===== src/hw/rtl/zdfc_pkg.sv =====
// Package for the zero-delimited frame collector.
// Holds the word types, status and register codes, and buffer sizing constants.
// Depends on nothing; every file of the collector imports it.
package zdfc_pkg;

    // Frame size limit and the buffer sizing that follows from it.
    localparam int FRAME_LIMIT = 510;
    localparam int BUF_DEPTH   = FRAME_LIMIT + 1;
    localparam int ADDR_W      = $clog2(BUF_DEPTH);
    // The fill count must hold FRAME_LIMIT + 1 for the overflow test.
    localparam int FILL_W      = $clog2(FRAME_LIMIT + 2);

    // Fixed field widths of the words.
    localparam int BYTE_W      = 8;
    localparam int LEN_W       = 9;
    localparam int INDEX_W     = 9;
    localparam int CFG_IDX_W   = 1;
    localparam int CFG_DATA_W  = 9;

    // Delimiter value.
    localparam logic [BYTE_W-1:0] ZERO_BYTE = 8'h00;

    // Operation codes of an input word.
    localparam logic OP_RECEIVE = 1'b0;
    localparam logic OP_READ    = 1'b1;

    // Configuration register indexes and their reset values.
    localparam logic [CFG_IDX_W-1:0]  CFG_MIN_ACCEPT = 1'b0;
    localparam logic [CFG_IDX_W-1:0]  CFG_MAX_ACCEPT = 1'b1;
    localparam logic [CFG_DATA_W-1:0] MIN_ACCEPT_RESET = 9'd12;
    localparam logic [CFG_DATA_W-1:0] MAX_ACCEPT_RESET = 9'd510;

    // Frame status reported with each result word.
    typedef enum logic [1:0] {
        STATUS_NONE     = 2'd0,
        STATUS_ACCEPT   = 2'd1,
        STATUS_REJECT   = 2'd2,
        STATUS_OVERFLOW = 2'd3
    } frame_status_t;

    // Input word.
    typedef struct packed {
        logic               operation;
        logic [BYTE_W-1:0]  rx_byte;
        logic [INDEX_W-1:0] read_index;
    } in_item_t;

    // Result word.
    typedef struct packed {
        frame_status_t      frame_status;
        logic [LEN_W-1:0]   frame_length;
        logic [BYTE_W-1:0]  read_data;
    } out_item_t;

endpackage


===== src/hw/rtl/zero_delimited_frame_collector.sv =====
// Top level of the zero-delimited frame collector.
// Collects zero-delimited frames into a buffer and reports each closed frame.
// Depends on zdfc_pkg.
//
//   Channel   Direction  Handshake            Word
//   in        input      in_valid / in_ready    zdfc_pkg::in_item_t
//   out       output     out_valid / out_ready  zdfc_pkg::out_item_t
//   cfg       input      cfg_we (no wait)       cfg_index, cfg_data
//
// One word per cycle sustained while the receiver keeps out_ready high.
// The word sits in an input register, one pass of logic updates the fill count and the
// frame buffer's single write port, and the result register holds the answer.
// The input register takes a new word while a result waits in the output register only if it is empty.
// Reset clears the fill count, the handshake state and loads the register defaults;
// the frame buffer is not cleared and needs no clearing pass.
module zero_delimited_frame_collector (
    input  logic                                clk,
    input  logic                                rst_n,
    input  logic                                in_valid,
    output logic                                in_ready,
    input  zdfc_pkg::in_item_t                  in_data,
    output logic                                out_valid,
    input  logic                                out_ready,
    output zdfc_pkg::out_item_t                 out_data,
    input  logic                                cfg_we,
    input  logic [zdfc_pkg::CFG_IDX_W-1:0]      cfg_index,
    input  logic [zdfc_pkg::CFG_DATA_W-1:0]     cfg_data
);
    import zdfc_pkg::*;

    // Handshake and staging registers.
    logic                  in_valid_reg;
    in_item_t              in_item_reg;
    logic                  out_valid_reg;
    frame_status_t         out_status_reg;
    logic [LEN_W-1:0]      out_length_reg;
    logic                  rd_zero_reg;
    logic [BYTE_W-1:0]     mem_rdata_reg;

    // Frame state and configuration.
    logic [FILL_W-1:0]     fill_reg;
    logic [FILL_W-1:0]     fill_next;
    logic                  last_zero_reg;
    logic                  last_zero_next;
    logic [CFG_DATA_W-1:0] min_accept_reg;
    logic [CFG_DATA_W-1:0] max_accept_reg;

    // Frame buffer.
    logic [BYTE_W-1:0]     frame_mem [BUF_DEPTH];

    // Per-word logic.
    logic                  advance;
    logic                  take;
    logic                  is_rx;
    logic                  ch_zero;
    logic                  active;
    logic                  closed;
    logic                  in_window;
    logic [FILL_W-1:0]     pos;
    logic [FILL_W-1:0]     pos_inc;
    frame_status_t         status_next;
    logic [LEN_W-1:0]      length_next;
    logic                  rd_in_range;
    logic [ADDR_W-1:0]     rd_addr;
    logic [ADDR_W-1:0]     wr_addr;

    // The staged word moves on when the result register is free or being emptied.
    assign advance  = !out_valid_reg || out_ready;
    assign take     = in_valid_reg && advance;
    assign in_ready = !in_valid_reg || advance;

    // Input register.
    always_ff @(posedge clk or negedge rst_n)
    begin
        if (!rst_n)
        begin
            in_valid_reg <= 1'b0;
        end
        else if (in_ready)
        begin
            in_valid_reg <= in_valid;
        end
    end

    always_ff @(posedge clk)
    begin
        if (in_valid && in_ready)
        begin
            in_item_reg <= in_data;
        end
    end

    // Configuration registers.
    always_ff @(posedge clk or negedge rst_n)
    begin
        if (!rst_n)
        begin
            min_accept_reg <= MIN_ACCEPT_RESET;
            max_accept_reg <= MAX_ACCEPT_RESET;
        end
        else if (cfg_we)
        begin
            unique case (cfg_index)
                CFG_MIN_ACCEPT: min_accept_reg <= cfg_data;
                CFG_MAX_ACCEPT: max_accept_reg <= cfg_data;
                default: ;
            endcase
        end
    end

    // Decode of the staged word.
    assign is_rx   = (in_item_reg.operation == OP_RECEIVE);
    assign ch_zero = (in_item_reg.rx_byte == ZERO_BYTE);
    assign active  = is_rx && (ch_zero || (fill_reg != '0));

    // Frame tracking: store position, false start, overflow and close.
    always_comb
    begin
        pos            = fill_reg;
        closed         = 1'b0;
        status_next    = STATUS_NONE;
        length_next    = '0;
        fill_next      = fill_reg;
        last_zero_next = last_zero_reg;
        if (ch_zero && (fill_reg != '0))
        begin
            // A zero right after the opening zero restarts the frame at this zero.
            if (last_zero_reg)
            begin
                pos = fill_reg - 1'b1;
            end
            else
            begin
                closed = 1'b1;
            end
        end
        pos_inc   = pos + 1'b1;
        in_window = (32'(pos_inc) >= 32'(min_accept_reg))
                 && (32'(pos_inc) <= 32'(max_accept_reg));
        if (active)
        begin
            priority if (32'(pos_inc) > 32'(FRAME_LIMIT))
            begin
                fill_next   = '0;
                status_next = STATUS_OVERFLOW;
            end
            else if (closed)
            begin
                fill_next   = '0;
                length_next = LEN_W'(pos_inc);
                status_next = in_window ? STATUS_ACCEPT : STATUS_REJECT;
            end
            else
            begin
                fill_next      = pos_inc;
                last_zero_next = ch_zero;
            end
        end
    end

    assign wr_addr     = ADDR_W'(pos);
    assign rd_in_range = (32'(in_item_reg.read_index) < 32'(BUF_DEPTH));
    assign rd_addr     = ADDR_W'(in_item_reg.read_index);

    // Frame state registers.
    always_ff @(posedge clk or negedge rst_n)
    begin
        if (!rst_n)
        begin
            fill_reg      <= '0;
            last_zero_reg <= 1'b0;
        end
        else if (take)
        begin
            fill_reg      <= fill_next;
            last_zero_reg <= last_zero_next;
        end
    end

    // Frame buffer: one write port, one registered read port.
    always_ff @(posedge clk)
    begin
        if (take && active)
        begin
            frame_mem[wr_addr] <= in_item_reg.rx_byte;
        end
        if (take && !is_rx)
        begin
            mem_rdata_reg <= frame_mem[rd_addr];
        end
    end

    // Result register.
    always_ff @(posedge clk or negedge rst_n)
    begin
        if (!rst_n)
        begin
            out_valid_reg <= 1'b0;
        end
        else if (advance)
        begin
            out_valid_reg <= in_valid_reg;
        end
    end

    always_ff @(posedge clk)
    begin
        if (take)
        begin
            out_status_reg <= status_next;
            out_length_reg <= length_next;
            rd_zero_reg    <= is_rx || !rd_in_range;
        end
    end

    // Output word.
    assign out_valid              = out_valid_reg;
    assign out_data.frame_status  = out_status_reg;
    assign out_data.frame_length  = out_length_reg;
    assign out_data.read_data     = rd_zero_reg ? ZERO_BYTE : mem_rdata_reg;

    // The open frame never holds more than the limit.
    assert property (@(posedge clk) disable iff (!rst_n)
        32'(fill_reg) <= 32'(FRAME_LIMIT))
        else $error("fill count above frame limit");

    // Any reported frame event leaves no frame open.
    assert property (@(posedge clk) disable iff (!rst_n)
        (take && (status_next != STATUS_NONE)) |=> (fill_reg == '0))
        else $error("frame still open after close or overflow");

    // An accepted frame lies inside the configured window.
    assert property (@(posedge clk) disable iff (!rst_n)
        (out_valid_reg && (out_status_reg == STATUS_ACCEPT)) |->
        ((out_length_reg >= min_accept_reg) && (out_length_reg <= max_accept_reg)))
        else $error("accepted frame outside length window");

    // Only a closed frame carries a length.
    assert property (@(posedge clk) disable iff (!rst_n)
        (out_valid_reg && ((out_status_reg == STATUS_NONE)
                        || (out_status_reg == STATUS_OVERFLOW))) |->
        (out_length_reg == '0))
        else $error("length reported without a closed frame");

    // A frame event only comes from a receive word.
    assert property (@(posedge clk) disable iff (!rst_n)
        (out_valid_reg && (out_status_reg != STATUS_NONE)) |-> rd_zero_reg)
        else $error("frame event on a read word");

endmodule


===== config.mk =====
export PLATFORM = sky130hd
export DESIGN_NAME = zero_delimited_frame_collector
export DESIGN_NICKNAME = d
export VERILOG_FILES = /design/src/hw/rtl/zdfc_pkg.sv /design/src/hw/rtl/zero_delimited_frame_collector.sv
export SDC_FILE = /design/constraint.sdc
export NUM_CORES = 2
export LEC_CHECK = 0
export BUFFER_PORTS_ARGS = -buffer_cell sky130_fd_sc_hd__buf_2
export CORE_ASPECT_RATIO = 0.8
export CORE_UTILIZATION = 60
export CTS_CLUSTER_DIAMETER = 30
export DETAILED_ROUTE_END_ITERATION = 10
export PLACE_DENSITY = 0.76
export SYNTH_ARGS = -nofsm -noshare
export SYNTH_HDL_FRONTEND = slang
export SYNTH_SLANG_ARGS = --single-unit

===== constraint.sdc =====
create_clock -name clk -period 12.3 [get_ports clk]
set_clock_uncertainty 0.15 [all_clocks]
set_input_delay 1.845 -clock clk [delete_from_list [all_inputs] [get_ports clk]]
set_output_delay 1.845 -clock clk [all_outputs]
set_load 0.005 [all_outputs]

== Yosys cells after proc, flatten, opt, wreduce, memory -nomap -nowiden ==
Memory sizes are Yosys's and may differ from the RTL's. A register that Yosys moved wholly into a read port is not among the register bits.
Cells that the tools add are included.
Operators by class
  muxes and demuxes: 12
  reduce and logical (&&, ||, !) cells: 21
  bitwise logic cells: 5
  order comparisons: 4
  add/sub/neg operators: 2
Operators by type and width (count)
  9-bit 2-to-1 mux: 4
  9-bit by 1-bit adder with 9-bit output, second input constant: 1
  9-bit greater-or-equal comparator: 1
  9-bit greater-than comparator, second input constant: 1
  9-bit less-or-equal comparator: 1
  9-bit < comparator, second input constant: 1
  9-bit nonzero test: 1
  9-bit by 1-bit subtractor with 9-bit output, second input constant: 1
  8-bit zero test: 1
  8-bit 2-to-1 mux: 1
  1-bit logical AND: 7
  2-bit 2-to-1 mux: 3
  2-bit AND reduction: 3
  1-bit inverter: 5
  1-bit logical OR: 4
  1-bit 2-to-1 mux: 4
  4-bit AND reduction: 1
  1-bit zero test: 3
  3-bit OR reduction: 1
Word-level totals
  bits in writable memories: 4088
  memories kept: 1
  flip-flop bits (word level): 60
  output and inout bits: 21
  word-level logic and storage cells: 57
  input port bits: 33
Memory list
  frame_mem: depth 511, width 8, read ports 1, clocked after memory_dff 1, write ports 1, RTL line zero_delimited_frame_collector.sv:49  | logic [BYTE_W-1:0] frame_mem [BUF_DEPTH];

== Depth between registers and ports, before layout ==
  depth after elaboration: 9
  gate-level depth with buffers: 22
  gate-level depth less buffers: 19

== Worst setup path after synthesis ==
Ideal clock, no wire load.
  kind: reg2reg
  from: register in_item_reg[16] (netlist bit)
  to: register out_status_reg[1] (data pin)
  clock period less this slack: 10.268 ns
  setup slack: 2.032 ns
  library setup time: 0.260 ns
  required time: 11.890 ns
  arrival: 9.858 ns
  path buffers: 2
  stages on the path, launching flop included: 18
  cells stage by stage: edfxtp_1 -> nor4_1 -> nand3_1 -> buf_2 -> nor2_1 -> xnor2_1 -> ha_1 -> clkbuf_1 -> inv_1 -> a221oi_1 -> nor3b_1 -> xnor2_1 -> ha_1 -> nand3_1 -> nor3_1 -> a21oi_1 -> o2bb2ai_1 -> o2bb2ai_1
Between the ends
  cells in the longest elaborated chain, start to end: 9
  elaborated cells between the ends (all ways): 14
  classes of those cells: add/sub: 1; order compare: 3; mux: 5; reduce/logical: 5
RTL lines
  from (decl): RTL line zero_delimited_frame_collector.sv:33  | in_item_t in_item_reg;
  from (signal assigned): RTL line zero_delimited_frame_collector.sv:89  | in_item_reg <= in_data;
  8-bit zero test (*): RTL line zero_delimited_frame_collector.sv:113  | assign ch_zero = (in_item_reg.rx_byte == ZERO_BYTE);
  1-bit logical AND (*): RTL line zero_delimited_frame_collector.sv:125  | if (ch_zero && (fill_reg != '0))
  9-bit 2-to-1 mux (*): RTL line zero_delimited_frame_collector.sv:125
  9-bit by 1-bit adder with 9-bit output (*): RTL line zero_delimited_frame_collector.sv:137  | pos_inc = pos + 1'b1;
  via pos_inc[8]: RTL line zero_delimited_frame_collector.sv:60  | logic [FILL_W-1:0] pos_inc;
  9-bit greater-or-equal comparator or 9-bit less-or-equal comparator (tied branches): RTL line zero_delimited_frame_collector.sv:138, zero_delimited_frame_collector.sv:139
  1-bit logical AND: RTL line zero_delimited_frame_collector.sv:139  | && (32'(pos_inc) <= 32'(max_accept_reg));
  2-bit 2-to-1 mux: RTL line zero_delimited_frame_collector.sv:151  | status_next = in_window ? STATUS_ACCEPT : STATUS_REJECT;
  2-bit 2-to-1 mux: RTL line zero_delimited_frame_collector.sv:147  | else if (closed)
  2-bit 2-to-1 mux (*): RTL line zero_delimited_frame_collector.sv:142  | priority if (32'(pos_inc) > 32'(FRAME_LIMIT))
  to (signal assigned): RTL line zero_delimited_frame_collector.sv:210  | out_status_reg <= status_next;
  to (decl): RTL line zero_delimited_frame_collector.sv:35  | frame_status_t out_status_reg;
The timed path passes the listed nets; every way through them passes the cells marked *.
A chain may end at the register's enable or synchronous reset.

== Final worst setup path ==
  from: register in_item_reg[10] (netlist bit)
  to: memory frame_mem[339][2], enable pin
Between the ends
  cells in the longest elaborated chain, start to end: 6
  elaborated cells between the ends (all ways): 8
  classes of those cells: mux: 3; reduce/logical: 5
RTL lines
  8-bit zero test (*): RTL line zero_delimited_frame_collector.sv:113
  1-bit logical OR: RTL line zero_delimited_frame_collector.sv:114  | assign active = is_rx && (ch_zero || (fill_reg != '0));
  1-bit logical AND: RTL line zero_delimited_frame_collector.sv:114
  1-bit logical AND: RTL line zero_delimited_frame_collector.sv:183  | if (take && active)
  1-bit 2-to-1 mux: RTL line zero_delimited_frame_collector.sv:183
  1-bit 2-to-1 mux (implied by the code): RTL line zero_delimited_frame_collector.sv:185  | frame_mem[wr_addr] <= in_item_reg.rx_byte;
  to (decl): RTL line zero_delimited_frame_collector.sv:49
Mark *: on every way between the ends. The rest lies on a longest branch, timed or not.

==> impl.org <==
** Logic synthesis
- Multiplexer fraction of the synthesized cell area :: 17.4%
- In this run, synthesis inferred 4126 flip-flops with an integrated enable.
- Cell types occupying the most area after synthesis :: sky130_fd_sc_hd__edfxtp_1 77%, sky130_fd_sc_hd__mux4_2 17%, sky130_fd_sc_hd__nor2_1 1.3%
- After Yosys synthesis, XOR and XNOR cells account for 0.0919% of the synthesized area.
- Summing the areas of all compound-gate instances in the mapped netlist gives 1.47% of the synthesized area.
- In this run the cell area of the synthesized design comes to 161000 µm².
- Of the total synthesized cell area, the portion taken by AND, OR, NAND and NOR gates is 2.13%.
- Adder and majority gate portion of the synthesized area :: 0.179%
- Largest family of logic cells by synthesized area :: multiplexers
- In this run the biggest area consumer among cell types represents 77.1% of the synthesized area.
- Most used DFF post-synth :: sky130_fd_sc_hd__edfxtp_1
- Average instance area after synthesis :: 22.7 µm²
- Fraction of registers with async set/reset :: 0.722%
- The netlist uses 68 different library cells.
- Post-synthesis cell type with the largest combined area :: sky130_fd_sc_hd__edfxtp_1
- The number of nets in the synthesized netlist is 7139.
- Synthesis handed over a netlist of 7083 instances.
- Count of warnings emitted by yosys :: 0
- After synthesis, flip-flops and latches occupy 77.6% of the total area.
- Register bit total from synthesis :: 4156

** Timing
- Setup Total Neg Slack :: 0 ns
- Slew at the pin with the worst max-slew slack :: 1.50 ns
- Hold violation count in the final report :: 0
- Setup repair after global routing missed its margin :: no
- Across all hold checks on the routed design, the worst slack comes to 0.365 ns.
- Period Utilization, post-route :: 51.4%
- Headroom to the max-slew limit came out at 0.241%.
- The max-slew violation total from the final report is 0.
- Setup violations remaining at the end of the flow were counted as 0.
- Achievable frequency :: 158 MHz
- Shortest clock period the worst path allows after layout :: 6.32 ns

** Clock network
- The tree built by TritonCTS fans out to 4156 sinks.
- Buffers added to address setup during post-CTS repair amount to 0.
- Total CTS buffers :: 552
- The cell sitting at the root of the clock tree is a sky130_fd_sc_hd__clkbuf_16.
- Insertion delay of the later-clocked pin in the worst-skew pair :: 0.92 ns
- After clock tree synthesis, the clock-pin slew on the worst setup and hold paths is 0.06 ns.
- The number of hold buffers added after CTS was 0.
- The H-tree generated during clock tree synthesis spans 6 levels.
- TritonCTS built the clock tree.
- The clock passes through at most 4 buffers.
- The number of gates resized after CTS was 0.

** Critical path
- Data arrival time of the critical path :: 6.70 ns
- The setup check on the worst reg-to-reg path leaves a slack of 5.98 ns.
- For this run, the slowest stage of the critical path takes 1.02 ns.
- By startpoint and endpoint, the worst setup path is classified as register to register.
- Walking the worst path, the cells encountered are buf_4 > nor4_1 > nand3_1 > nor4_1 > xnor2_1 > buf_4 > nor3b_2 > nand2_1 > nor2_1.
- Endpoint class of the critical path :: register
- Cell class contributing the biggest share of worst-path delay :: simple AND/OR/NAND/NOR gates
- Required time of the worst setup path :: 12.68 ns
- Critical Path Fanout Max :: 92
- The worst register-to-register path has a depth of 9.
- The worst setup path is launched from a register.
- Cell with the biggest individual delay on the critical path :: sky130_fd_sc_hd__nor3b_2
- Critical path buffers and inverters :: 2
- The critical path crosses 9 cells after its start point.

** Floorplanning
- Core area :: 266000 µm²
- The floorplan step set the die height to 465 µm.
- The floorplan has 169 rows.
- For this configuration, the core starts out at a cell density of 60.5%.
- Boundary pin count :: 54
- Width of the chip :: 581 µm
- The floorplan step defined a die boundary enclosing 270000 µm².

** Cells and area
- For this run, the post-layout net count is 7451.
- Share of post-route cells with drive strength above 1 :: 30.3%
- The area growth from synthesis to layout is 14.6%.
- Register with the highest flop count :: frame_mem
- Number of fillers in the final layout :: 14700
- Final non-filler cell area :: 184000 µm²
- Max reg flops :: 4088
- Fin cells :: 11400
- Core utilization of the finished layout :: 69.3%

** Global route
- The first global-routing pass estimated 624 mm of wire.
- Entering global routing, the biggest net connects 224 pins.
- For this run, the total global-route usage over all layers was measured as 32.9%.
- Number of antenna violations at the first check in global routing :: 24
- Total grt overflow :: 0
- Number of global-route vias before repair :: 81500

** Place
- Port bufs :: 53
- Post-DP HPWL :: 228 mm
- The placed instances occupy a cell area of 165000 µm².
- Cell count after placement :: 10300
- Final Wtd Congestion :: 0.868

** Pwr
- In this run the power density over the cells is 185 nW/µm².
- The worst-case IR drop observed on VDD is 0.000148 V.
- Leakage power of the design :: 57.3 nW

** Job
- Reported max-cap violation count :: 0

** Drt
- Summed over all layers, the routed wires come to 440 mm.
- In the routed layout, each cell is associated on average with a via count of 7.22.
- The first routing iteration left 14100 violations.
- Via count of the routed design :: 82200
- WL/cell :: 38.7 µm
- TritonRoute pass-1 iters :: 6
- After detailed routing, the number of remaining DRC violations is 0.
- In this run the remaining antenna-violating nets after routing total 0.

** Worst hold path
- Hold path cells :: 1
- The worst hold path belongs to the class register to register.

** Run status
- Result of the run :: completed
power breakdown:
group / switching, W / internal (W) / leakage (nW)
combinational: 0.00129 / 0.000633 / 10.8
sequential: 0.0000356 / 0.0157 / 37.5
clock: 0.00647 / 0.00998 / 9.11
total: 0.00779 / 0.0263 / 57.3
cell usage after synthesis, types with 7 or more instances:
library cell	n
sky130_fd_sc_hd__nand3_1	38
sky130_fd_sc_hd__edfxtp_1	4126
sky130_fd_sc_hd__a211oi_1	8
sky130_fd_sc_hd__a32o_1	7
sky130_fd_sc_hd__clkbuf_1	255
sky130_fd_sc_hd__nor4_1	14
sky130_fd_sc_hd__and2_1	8
sky130_fd_sc_hd__nor2b_1	25
sky130_fd_sc_hd__nor2_1	547
sky130_fd_sc_hd__buf_2	85
sky130_fd_sc_hd__ha_1	23
sky130_fd_sc_hd__a21oi_1	76
sky130_fd_sc_hd__inv_1	27
sky130_fd_sc_hd__dfrtp_1	20
sky130_fd_sc_hd__dfstp_2	10
sky130_fd_sc_hd__o21ai_0	33
sky130_fd_sc_hd__nand2_1	97
sky130_fd_sc_hd__a22oi_1	157
sky130_fd_sc_hd__xnor2_1	11
sky130_fd_sc_hd__mux2i_1	58
sky130_fd_sc_hd__nand4_1	7
sky130_fd_sc_hd__buf_1	91
sky130_fd_sc_hd__mux2_2	15
sky130_fd_sc_hd__nand2b_1	12
sky130_fd_sc_hd__mux4_2	1208
sky130_fd_sc_hd__and3_1	10
sky130_fd_sc_hd__nor3_1	20
worst reg2reg max path, cell delays in order (launching register included):
cell and delay, ns:
sky130_fd_sc_hd__edfxtp_1 0.37, sky130_fd_sc_hd__buf_4 0.46, sky130_fd_sc_hd__nor4_1 0.67, sky130_fd_sc_hd__nand3_1 0.53, sky130_fd_sc_hd__nor4_1 0.47, sky130_fd_sc_hd__xnor2_1 0.29
sky130_fd_sc_hd__buf_4 0.27, sky130_fd_sc_hd__nor3b_2 1.02, sky130_fd_sc_hd__nand2_1 0.86, sky130_fd_sc_hd__nor2_1 0.83
cells in the final DEF (no fill, tap or decap), drive strengths merged, types with 10 or more instances in the layout:
| cell type | Yosys | final |
|---|---|---|
| a21oi | 76 | 76 |
| a22oi | 157 | 157 |
| and3 | 10 | 10 |
| buf | 179 | 191 |
| bufinv | 0 | 59 |
| clkbuf | 255 | 626 |
| clkinv | 0 | 165 |
| clkinvlp | 0 | 50 |
| dfrtp | 20 | 20 |
| dfstp | 10 | 10 |
| diode | 0 | 23 |
| edfxtp | 4126 | 4126 |
| ha | 23 | 23 |
| inv | 27 | 136 |
| mux2 | 15 | 15 |
| mux2i | 58 | 58 |
| mux4 | 1208 | 1208 |
| nand2 | 97 | 97 |
| nand2b | 13 | 13 |
| nand3 | 38 | 38 |
| nor2 | 547 | 547 |
| nor2b | 25 | 25 |
| nor3 | 21 | 21 |
| nor4 | 15 | 15 |
| o21ai | 33 | 33 |
| xnor2 | 12 | 12 |
final timing paths:
kind	endpoint	startpoint
max	frame_mem[339][2]	in_item_reg[10]
min	max_accept_reg[0]	max_accept_reg[0]
max reg2reg	frame_mem[339][2]	in_item_reg[10]
min reg2reg	max_accept_reg[0]	max_accept_reg[0]
max in group asynchronous	fill_reg[2]	rst_n
min in group asynchronous	min_accept_reg[1]	rst_n
area by class of cell:
type | count | area [µm²] | area share, %
Clock inverter | 383 | 4210 | 2.29
Multi-Input combinational cell | 2466 | 34500 | 18.7
Antenna cell | 23 | 57.6 | 0.0313
Inverter | 27 | 101 | 0.0551
Sequential cell | 4156 | 125000 | 67.7
Tap cell | 3505 | 4390 | 2.38
Clock buffer | 626 | 14700 | 7.96
Timing Repair Buffer | 192 | 1560 | 0.848
per-layer routing:
layer | global-route usage, % | vias up | part of all wire [%]
li1 | - | 30800 | -
met1 | 46.9 | 42500 | 35
met2 | 47.6 | 7717 | 45
met3 | 9.86 | 1198 | 15
met4 | 14.9 | 18 | 5.0
met5 | 0 | - | 0.070
kinds of logic (layout without fill, tap and decap cells):
kind of cell / count (synthesis) / after routing
simple gates: 805 / 805
other cells: 0 / 23
mux: 1281 / 1281
xor+xnor: 16 / 16
fa+ha+maj: 23 / 23
compound gates: 341 / 341
flops: 4156 / 4156
buf+inv: 461 / 1228
metrics by stage:
stage	total power, W	setup WS, ns
2_1_floorplan	0.0172	2.03
3_3_place_gp	0.0178	6.41
3_5_place_dp	0.0178	6.19
4_1_cts	0.0341	6.20
5_1_grt	0.0347	5.80
6_report	0.0341	5.98
No activity file was read; power rests on OpenSTA's default activity.
